[config.mk]
export PLATFORM = sky130hd
export DESIGN_NAME = periodic_oneshot_timer_bank
export DESIGN_NICKNAME = d
export VERILOG_FILES = /design/src/ptb_pkg.sv /design/src/ptb_cell.sv /design/src/periodic_oneshot_timer_bank.sv
export SDC_FILE = /design/constraint.sdc
export NUM_CORES = 2
export LEC_CHECK = 0
export BUFFER_PORTS_ARGS = -buffer_cell sky130_fd_sc_hd__buf_2
export CORE_MARGIN = 5
export CORE_UTILIZATION = 30
export DETAILED_ROUTE_END_ITERATION = 16
export HOLD_SLACK_MARGIN = 0.12
export SLEW_MARGIN = 40
export SYNTH_ARGS = -nofsm -noshare
export SYNTH_HDL_FRONTEND = slang
export SYNTH_HIERARCHICAL = 1
export SYNTH_SLANG_ARGS = --single-unit
[constraint.sdc]
create_clock -name clk -period 12.5 [get_ports clk]
set_clock_uncertainty 0.2 [all_clocks]
set_input_delay 0.625 -clock clk [delete_from_list [all_inputs] [get_ports clk]]
set_output_delay 0.625 -clock clk [all_outputs]
set_load 0.01 [all_outputs]
[src/ptb_pkg.sv]
// Shared constants, codes and link types for the periodic/one-shot timer bank.
// No dependencies; used by ptb_cell and periodic_oneshot_timer_bank.
package ptb_pkg;

    localparam int SLOTS     = 16;
    localparam int TIME_BITS = 24;
    localparam int STEP_BITS = 16;

    localparam int SLOT_BITS = $clog2(SLOTS);
    localparam int SUM_BITS  = ((TIME_BITS > STEP_BITS) ? TIME_BITS : STEP_BITS) + 1;
    localparam int HIDX_BITS = (SLOT_BITS > 4) ? SLOT_BITS : 4;

    localparam logic [1:0] ACT_TICK  = 2'd0;
    localparam logic [1:0] ACT_START = 2'd1;
    localparam logic [1:0] ACT_STOP  = 2'd2;

    localparam logic [2:0] KIND_STARTED = 3'd0;
    localparam logic [2:0] KIND_FULL    = 3'd1;
    localparam logic [2:0] KIND_STOPPED = 3'd2;
    localparam logic [2:0] KIND_IDLE    = 3'd3;
    localparam logic [2:0] KIND_FIRED   = 3'd4;

    typedef logic [SLOT_BITS-1:0] slot_idx_t;

    // Tick token handed from one cell to the next, one cell per cycle.
    typedef struct packed {
        logic                 tok;
        logic [STEP_BITS-1:0] step;
    } ptb_link_t;

    // Per-cell command from the control logic.
    typedef struct packed {
        logic load;
        logic drop;
    } ptb_cmd_t;

endpackage

[src/ptb_cell.sv]
// One timer slot of the chain: active flag, one-shot mark, duration, elapsed count.
// Depends on ptb_pkg.
module ptb_cell (
    input  logic                clk,
    input  logic                rst_n,
    input  ptb_pkg::ptb_cmd_t   cmd,
    input  logic                one_shot_in,
    input  logic [ptb_pkg::TIME_BITS-1:0] duration_in,
    input  ptb_pkg::ptb_link_t  link_in,
    output ptb_pkg::ptb_link_t  link_out,
    output logic                active,
    output logic                fire
);

    localparam logic [ptb_pkg::SUM_BITS-1:0] TIME_MAX =
        ptb_pkg::SUM_BITS'({ptb_pkg::TIME_BITS{1'b1}});

    logic                              active_reg;
    logic                              one_shot_reg;
    logic [ptb_pkg::TIME_BITS-1:0]     duration_reg;
    logic [ptb_pkg::TIME_BITS-1:0]     elapsed_reg;
    logic                              tok_reg;
    logic [ptb_pkg::STEP_BITS-1:0]     step_reg;
    logic [ptb_pkg::SUM_BITS-1:0]      sum;
    logic [ptb_pkg::TIME_BITS-1:0]     elapsed_next;

    // Saturating add of the step.
    assign sum = ptb_pkg::SUM_BITS'(elapsed_reg) + ptb_pkg::SUM_BITS'(link_in.step);
    assign elapsed_next = (sum > TIME_MAX) ? {ptb_pkg::TIME_BITS{1'b1}}
                                           : sum[ptb_pkg::TIME_BITS-1:0];

    assign fire     = link_in.tok && active_reg && (elapsed_next >= duration_reg);
    assign active   = active_reg;
    assign link_out = '{tok: tok_reg, step: step_reg};

    always_ff @(posedge clk or negedge rst_n)
    begin
        if (!rst_n)
        begin
            active_reg <= 1'b0;
            tok_reg    <= 1'b0;
        end
        else
        begin
            tok_reg <= link_in.tok;
            if (cmd.load)
            begin
                active_reg <= 1'b1;
            end
            else if (cmd.drop)
            begin
                active_reg <= 1'b0;
            end
            else if (fire && one_shot_reg)
            begin
                active_reg <= 1'b0;
            end
        end
    end

    always_ff @(posedge clk)
    begin
        step_reg <= link_in.step;
        if (cmd.load)
        begin
            one_shot_reg <= one_shot_in;
            duration_reg <= duration_in;
            elapsed_reg  <= '0;
        end
        else if (link_in.tok && active_reg)
        begin
            // restart a periodic slot that fired; a one-shot slot is freed anyway
            elapsed_reg <= fire ? '0 : elapsed_next;
        end
    end

endmodule

[src/periodic_oneshot_timer_bank.sv]
// Top level of the periodic/one-shot timer bank: command decode, chain of slot cells,
// result sequencing. Depends on ptb_pkg and ptb_cell.
//
// A bank of SLOTS timer slots, one cell per slot, chained in ascending slot order.
// Raise start with the item fields while busy is low; the item is taken at that edge.
// Start and stop items each yield a single result, which appears with valid high in
// the next cycle, with last set, and busy stays low, so a new item may follow at once.
// A tick item sends a token with the step down the chain, one cell per cycle, so busy
// stays high after the tick is taken until the token has left the last cell.
// Each slot that fires yields one fired result, in ascending slot order, one per cycle
// at most; the final one carries last. A tick where nothing fires yields no result.
// Results are shown for exactly one cycle with valid high and cannot be held off: the
// receiver must take every result in the cycle it is shown.
module periodic_oneshot_timer_bank (
    input  logic        clk,
    input  logic        rst_n,
    input  logic        start,
    output logic        busy,
    input  logic [1:0]  action,
    input  logic        one_shot,
    input  logic [23:0] duration,
    input  logic [15:0] time_step,
    input  logic [3:0]  handle,
    output logic        valid,
    output logic [2:0]  kind,
    output logic [3:0]  slot,
    output logic        last
);

    localparam logic ST_IDLE = 1'b0;
    localparam logic ST_TICK = 1'b1;

    logic                      state_reg, state_next;
    logic                      valid_reg, valid_next;
    logic [2:0]                kind_reg, kind_next;
    logic [3:0]                slot_reg, slot_next;
    logic                      last_reg, last_next;
    logic                      pend_valid_reg, pend_valid_next;
    ptb_pkg::slot_idx_t        pend_idx_reg, pend_idx_next;

    logic                      accept;
    logic [ptb_pkg::SLOTS-1:0] active_vec;
    logic [ptb_pkg::SLOTS-1:0] fire_vec;
    ptb_pkg::ptb_cmd_t         cmd_vec [ptb_pkg::SLOTS];
    ptb_pkg::ptb_link_t        link [ptb_pkg::SLOTS+1];

    logic                      free_found;
    ptb_pkg::slot_idx_t        free_idx;
    logic [ptb_pkg::HIDX_BITS-1:0] handle_ext;
    ptb_pkg::slot_idx_t        stop_idx;
    logic                      handle_ok;
    logic                      stop_hit;
    logic                      any_fire;
    ptb_pkg::slot_idx_t        fire_idx;

    assign busy   = (state_reg == ST_TICK);
    assign accept = start && !busy;

    assign valid = valid_reg;
    assign kind  = kind_reg;
    assign slot  = slot_reg;
    assign last  = last_reg;

    // Lowest free slot for a start item.
    always_comb
    begin
        free_found = 1'b0;
        free_idx   = '0;
        for (int i = ptb_pkg::SLOTS - 1; i >= 0; i--)
        begin
            if (!active_vec[i])
            begin
                free_found = 1'b1;
                free_idx   = ptb_pkg::SLOT_BITS'(i);
            end
        end
    end

    // Handles at or beyond the bank size never hit.
    assign handle_ext = ptb_pkg::HIDX_BITS'(handle);
    assign stop_idx   = handle_ext[ptb_pkg::SLOT_BITS-1:0];
    assign handle_ok  = (32'(handle) < 32'(ptb_pkg::SLOTS));
    assign stop_hit   = handle_ok && active_vec[stop_idx];

    // The token visits one cell at a time, so at most one cell fires per cycle.
    always_comb
    begin
        fire_idx = '0;
        for (int i = 0; i < ptb_pkg::SLOTS; i++)
        begin
            if (fire_vec[i])
            begin
                fire_idx = fire_idx | ptb_pkg::SLOT_BITS'(i);
            end
        end
    end
    assign any_fire = |fire_vec;

    // Inject the tick token straight into the first cell on the accepting edge.
    assign link[0] = '{tok: accept && (action == ptb_pkg::ACT_TICK),
                       step: ptb_pkg::STEP_BITS'(time_step)};

    for (genvar g = 0; g < ptb_pkg::SLOTS; g++)
    begin : g_cell
        assign cmd_vec[g] = '{
            load: accept && (action == ptb_pkg::ACT_START) && free_found
                  && (free_idx == ptb_pkg::SLOT_BITS'(g)),
            drop: accept && (action == ptb_pkg::ACT_STOP) && stop_hit
                  && (stop_idx == ptb_pkg::SLOT_BITS'(g))
        };

        ptb_cell u_cell (
            .clk         (clk),
            .rst_n       (rst_n),
            .cmd         (cmd_vec[g]),
            .one_shot_in (one_shot),
            .duration_in (ptb_pkg::TIME_BITS'(duration)),
            .link_in     (link[g]),
            .link_out    (link[g+1]),
            .active      (active_vec[g]),
            .fire        (fire_vec[g])
        );
    end

    // Result sequencing. A fired slot waits in the pending register until the next
    // firing or the end of the chain tells whether it is the last result of the tick.
    always_comb
    begin
        state_next      = state_reg;
        valid_next      = 1'b0;
        kind_next       = kind_reg;
        slot_next       = slot_reg;
        last_next       = last_reg;
        pend_valid_next = pend_valid_reg;
        pend_idx_next   = pend_idx_reg;

        if (accept)
        begin
            unique case (action)
                ptb_pkg::ACT_START:
                begin
                    valid_next = 1'b1;
                    kind_next  = free_found ? ptb_pkg::KIND_STARTED : ptb_pkg::KIND_FULL;
                    slot_next  = free_found ? 4'(free_idx) : 4'd0;
                    last_next  = 1'b1;
                end
                ptb_pkg::ACT_STOP:
                begin
                    valid_next = 1'b1;
                    kind_next  = stop_hit ? ptb_pkg::KIND_STOPPED : ptb_pkg::KIND_IDLE;
                    slot_next  = handle;
                    last_next  = 1'b1;
                end
                ptb_pkg::ACT_TICK:
                begin
                    state_next = ST_TICK;
                end
                default:
                begin
                    // unused action code: drop the item
                end
            endcase
        end

        if (any_fire)
        begin
            if (pend_valid_reg)
            begin
                valid_next = 1'b1;
                kind_next  = ptb_pkg::KIND_FIRED;
                slot_next  = 4'(pend_idx_reg);
                last_next  = 1'b0;
            end
            pend_valid_next = 1'b1;
            pend_idx_next   = fire_idx;
        end

        // Token has left the last cell: flush the pending firing as the final result.
        if (link[ptb_pkg::SLOTS].tok)
        begin
            state_next = ST_IDLE;
            if (pend_valid_reg)
            begin
                valid_next = 1'b1;
                kind_next  = ptb_pkg::KIND_FIRED;
                slot_next  = 4'(pend_idx_reg);
                last_next  = 1'b1;
            end
            pend_valid_next = 1'b0;
        end
    end

    always_ff @(posedge clk or negedge rst_n)
    begin
        if (!rst_n)
        begin
            state_reg      <= ST_IDLE;
            valid_reg      <= 1'b0;
            pend_valid_reg <= 1'b0;
        end
        else
        begin
            state_reg      <= state_next;
            valid_reg      <= valid_next;
            pend_valid_reg <= pend_valid_next;
        end
    end

    always_ff @(posedge clk)
    begin
        kind_reg     <= kind_next;
        slot_reg     <= slot_next;
        last_reg     <= last_next;
        pend_idx_reg <= pend_idx_next;
    end

endmodule
# ---- After elaboration in Yosys (flattened, before gate mapping)
# Index checks and enable logic that the tools add are counted.
dict set report word_totals {
  output_inout_bits 10
  regBits 1071
}
dict set report op_classes {
  eq_ne 32
  addsub 16
  muxes 157
  reduce_logical 115
  n_lt_le_gt_ge 33
}
# op n
set ops {}
lappend ops {{$mux 24} 32}
lappend ops {{$add 24x16->25} 16}
lappend ops {{$gt 25x24->1 const B} 16}
lappend ops {{$ge 24x24->1} 16}
lappend ops {{$mux 4} 22}
lappend ops {{$mux 1} 87}
lappend ops {{$logic_and 1x1->1} 86}
lappend ops {{$eq 4x4->1 const B} 16}
lappend ops {{$reduce_bool 3->1} 16}
lappend ops {{$eq 4x3->1 const B} 8}
lappend ops {{$mux 3} 9}
lappend ops {{$eq 4x2->1 const B} 4}
lappend ops {{$reduce_or 16->1} 1}
lappend ops {{$eq 4x1->1 const B} 2}
lappend ops {{$logic_not 4->1} 2}
lappend ops {{$mux 2} 4}
lappend ops {{$pmux 4 s2} 1}
lappend ops {{$reduce_or 8->1} 1}
lappend ops {{$pmux 3 s2} 1}
lappend ops {{$reduce_bool 2->1} 3}
lappend ops {{$lt 4x5->1 const B} 1}
lappend ops {{$bmux 1 s4} 1}
lappend ops {{$reduce_or 2->1} 2}
lappend ops {{$reduce_or 4->1} 1}
lappend ops {{5 further kinds} 5}

# ---- Longest topological paths before layout
dict set report logic_depth {
  ltp_word 23
  ltp_mapped 25
  depth_no_buf 23
}

# ---- Cells and area by module
# Netlist, hierarchy kept.
# mod area_per_inst_um2 cells_per_inst instances
set by_module_without_submodules {}
lappend by_module_without_submodules {{ptb_cell at g_cell[0].u_cell ...} 3667.3 370 13}
lappend by_module_without_submodules {{ptb_cell at g_cell[9].u_cell} 3753.6 367 1}
lappend by_module_without_submodules {{ptb_cell at g_cell[11].u_cell} 3721.1 370 1}
lappend by_module_without_submodules {{ptb_cell at g_cell[1].u_cell} 3691.0 372 1}
lappend by_module_without_submodules {periodic_oneshot_timer_bank 1421.4 181 1}

# ---- Worst setup path before layout
# OpenSTA, ideal clock, no wires.
dict set report synth_path {
  path_kind {flip-flop to flip-flop}
  from {register g_cell[10].u_cell/step_reg[0] in the netlist's numbering}
  to {register slot_reg[2] (netlist: slot[2])}
  setup_time_ns 0.121
  period_less_slack_ns 5.361
  path_slack_ns 7.139
  stages_incl_launch_ff 23
  path_buffers 0
  arrival_time_ns 5.041
  path_cell_list {dfxtp_1 ha_1 inv_1 fa_1 nor2b_4 o31a_1 a221oi_4 o211ai_2 a41oi_4 nor3_2 or2_2 ha_1 a211o_1 a21oi_1 o21ai_0 a221oi_1 nor3_1 a2bb2oi_1 and3_1 nor4_2 nand4_2 o21ai_4 mux2_2}
}
dict set report synth_via {
  elab_chain_len 9
}
# element line_no
set synth_lines {}
lappend synth_lines {{from (decl)} ptb_cell.sv:23} ;# logic [ptb_pkg::STEP_BITS-1:0] step_reg;
lappend synth_lines {{from (signal assigned)} ptb_cell.sv:63} ;# step_reg <= link_in.step;
lappend synth_lines {{$add 24x16->25 *} ptb_cell.sv:28} ;# assign sum = ptb_pkg::SUM_BITS'(elapsed_reg) + ptb_pkg::SUM_BITS'(link_in.step);
lappend synth_lines {{$gt 25x24->1} ptb_cell.sv:29} ;# assign elapsed_next = (sum > TIME_MAX) ? {ptb_pkg::TIME_BITS{1'b1}}
lappend synth_lines {{$mux 24 *} ptb_cell.sv:29}
lappend synth_lines {{$ge 24x24->1 *} ptb_cell.sv:32} ;# assign fire = link_in.tok && active_reg && (elapsed_next >= duration_reg);
lappend synth_lines {{$logic_and 1x1->1 *} ptb_cell.sv:32}
lappend synth_lines {{net fire_vec (one bit)} periodic_oneshot_timer_bank.sv:43} ;# logic [ptb_pkg::SLOTS-1:0] fire_vec;
lappend synth_lines {{$reduce_or 16->1 *} periodic_oneshot_timer_bank.sv:97} ;# assign any_fire = |fire_vec;
lappend synth_lines {{$mux 4 *} periodic_oneshot_timer_bank.sv:165} ;# if (any_fire)
lappend synth_lines {{$mux 4} periodic_oneshot_timer_bank.sv:182} ;# if (pend_valid_reg)
lappend synth_lines {{$mux 4 *} periodic_oneshot_timer_bank.sv:179} ;# if (link[ptb_pkg::SLOTS].tok)
lappend synth_lines {{net slot_next[2]} periodic_oneshot_timer_bank.sv:36} ;# logic [3:0] slot_reg, slot_next;
lappend synth_lines {{to (signal assigned)} periodic_oneshot_timer_bank.sv:212} ;# slot_reg <= slot_next;
lappend synth_lines {{to (decl)} periodic_oneshot_timer_bank.sv:36}
# Mark *: on every way through the listed nets, which the timed path passes. The rest lies on a longest branch.
# A chain may end at the register's enable or synchronous reset.

# ---- Final worst setup path
# Same ends and word-level chain as after synthesis.

==> impl_metrics.ini <==
[timing]
slew_headroom_pct = 44.3
finalHoldViolCount = 0
min_period_ps = 6380
setup_viol = 0
fmax_ghz = 0.157
maxSlewViolCount = 0
setup_slack_ps = 6120
period_share_pct = 51.1
tightest_slew_ps = 833
tns_ps = 0
rsz0062_at_grt = false

[placement]
io_buffers = 59
place_congestion = 0.886
place_ws_ps = 5860
dp_hpwl_um = 124000

[die]
start_util_pct = 30.1
die_w_um = 457
num_rows = 164
coreArea_mm2 = 0.199
die_y_um = 457
die_area_mm2 = 0.209
num_io_pins = 60

[routing]
finalWirelength_um = 175000
via_per_inst = 5.20
drt-initial-drc-count = 3929
vias = 46680
postRouteAntennaNets = 0
drc = 0
dr.pass1.iters = 6
wl_per_cell_um = 19.5

[logic_synthesis]
synth_nets = 6793
syn_area_mm2 = 0.0599
synth_warnings = 6
avgSynthCellArea_um2 = 9.85
syn_inst = 6084

[worst_setup_path]
reg2reg_depth = 22
worstPathMaxFanout = 10
crit_path_end_kind = flip-flop
worst-r2r-setup-slack_ps = 6120
path_class = reg -> reg
r2r-end = slot[2]
cp.required_ps = 12910
start_kind = flip-flop
arrival_ps = 6790
r2r_start = g_cell[10].u_cell/step_reg[0]

[clock_tree]
root_buffer = clkbuf_16
clk_pin_slew_ps = 70
htree_levels = 3
cts_tree = built
cts_setup_buffers = 0
cts_buffer_depth = 3
cts_sinks = 1071
cts_hold_buf = 17
clk_latency_ps = 740
cts_buffers = 117
cts-resized-gates = 0

[hold_path]
holdPathStages = 0
min_path_type = reg -> reg
min_from = g_cell[8].u_cell/step_reg[11]
min_to = g_cell[9].u_cell/step_reg[11]

[outcome]
status = complete, no violations

[global_routing]
grt_usage_pct = 16.1
grt_pass1_vias = 45098
gr-total-overflow = 0
grt_pass1_wl_um = 265000
grt_max_degree = 36
antenna_found_initial = 28

[pwr]
vdd_drop_max_mv = 0.120
p_per_area_mw_per_mm2 = 232
p_leak_nw = 29.0

[cells_and_area]
layout-drive-gt1-share_pct = 8.43
nets = 6916
syn_to_final_growth_pct = 12.8

[job]
drv_cap = 0
[layer usage]
layer  up-vias  wire, µm  global-route usage, %
met5         -        15                      0
met4         2      6870                   6.62
met3       318     10300                   1.84
met2      1362     82100                   27.2
met1     22405     75900                   20.9
li1      22593         -                      -
[worst max-delay path, cell delays in order, from the launching register on]
cell,delay [ps]
dfxtp_1,330
ha_1,170
inv_1,60
fa_1,420
nor2b_4,160
o31a_1,290
a221oi_4,140
o211ai_2,260
a41oi_4,220
nor3_2,610
or2_2,240
ha_1,230
a211o_1,300
a21oi_1,120
o21ai_0,100
a221oi_1,390
nor3_1,100
a2bb2oi_1,230
and3_1,300
nor4_2,340
nand4_2,300
o21ai_4,350
mux2_2,380
[cells in the final DEF (no fill, tap or decap), drive strengths merged, types with 158 or more instances in the layout]
master and n:
o21ai 330, ha 643, inv 602, xnor2 158, edfxtp 404, nand2 597
a21oi 507, nor2 308, a22o 242, dfxtp 632
[worst max path at each step]
stage	depth (start not counted)	startpoint	to	slack (ps)
2_1_floorplan	22	g_cell[10].u_cell/step_reg[0]	slot[2]	7140
3_3_place_gp	22	g_cell[10].u_cell/step_reg[0]	slot[3]	5970
3_5_place_dp	22	g_cell[10].u_cell/step_reg[0]	slot[2]	5860
4_1_cts	22	g_cell[10].u_cell/step_reg[0]	slot[2]	5810
5_1_grt	22	g_cell[10].u_cell/step_reg[0]	slot[2]	5690
6_report	22	g_cell[10].u_cell/step_reg[0]	slot[2]	6120
[through the flow]
stage	hold slack (ps)	instance area (µm²)	power (mW)	util [%]	std cells
2_1_floorplan	129	59900	10.3	-	6084
3_3_place_gp	141	63300	11.8	31.7	8726
3_5_place_dp	147	63400	12.0	31.8	8727
4_1_cts	131	67600	15.7	33.9	8966
5_1_grt	154	67600	16.9	33.9	8967
6_report	152	67600	15.7	33.9	8975
[power breakdown]
part           internal [mW]  total [mW]  switching [mW]  leakage [nW]
sequential              4.24        4.78           0.538          9.34
combinational           3.12        7.27            4.16          17.7
clock                   2.12        3.64            1.51          2.00
total                   9.48        15.7            6.21          29.0
[layout make-up]
cell class | count | area, µm²
repair buffers | 133 | 943
diodes | 9 | 22.5
clock buffers | 154 | 3380
fillers | 20011 | 132000
multi-input cells | 4294 | 31400
flip-flops and latches | 1071 | 25700
clock inverters | 68 | 703
inverters | 590 | 2210
well taps | 2656 | 3320
Note: power is estimated with default switching activity, not from simulation.
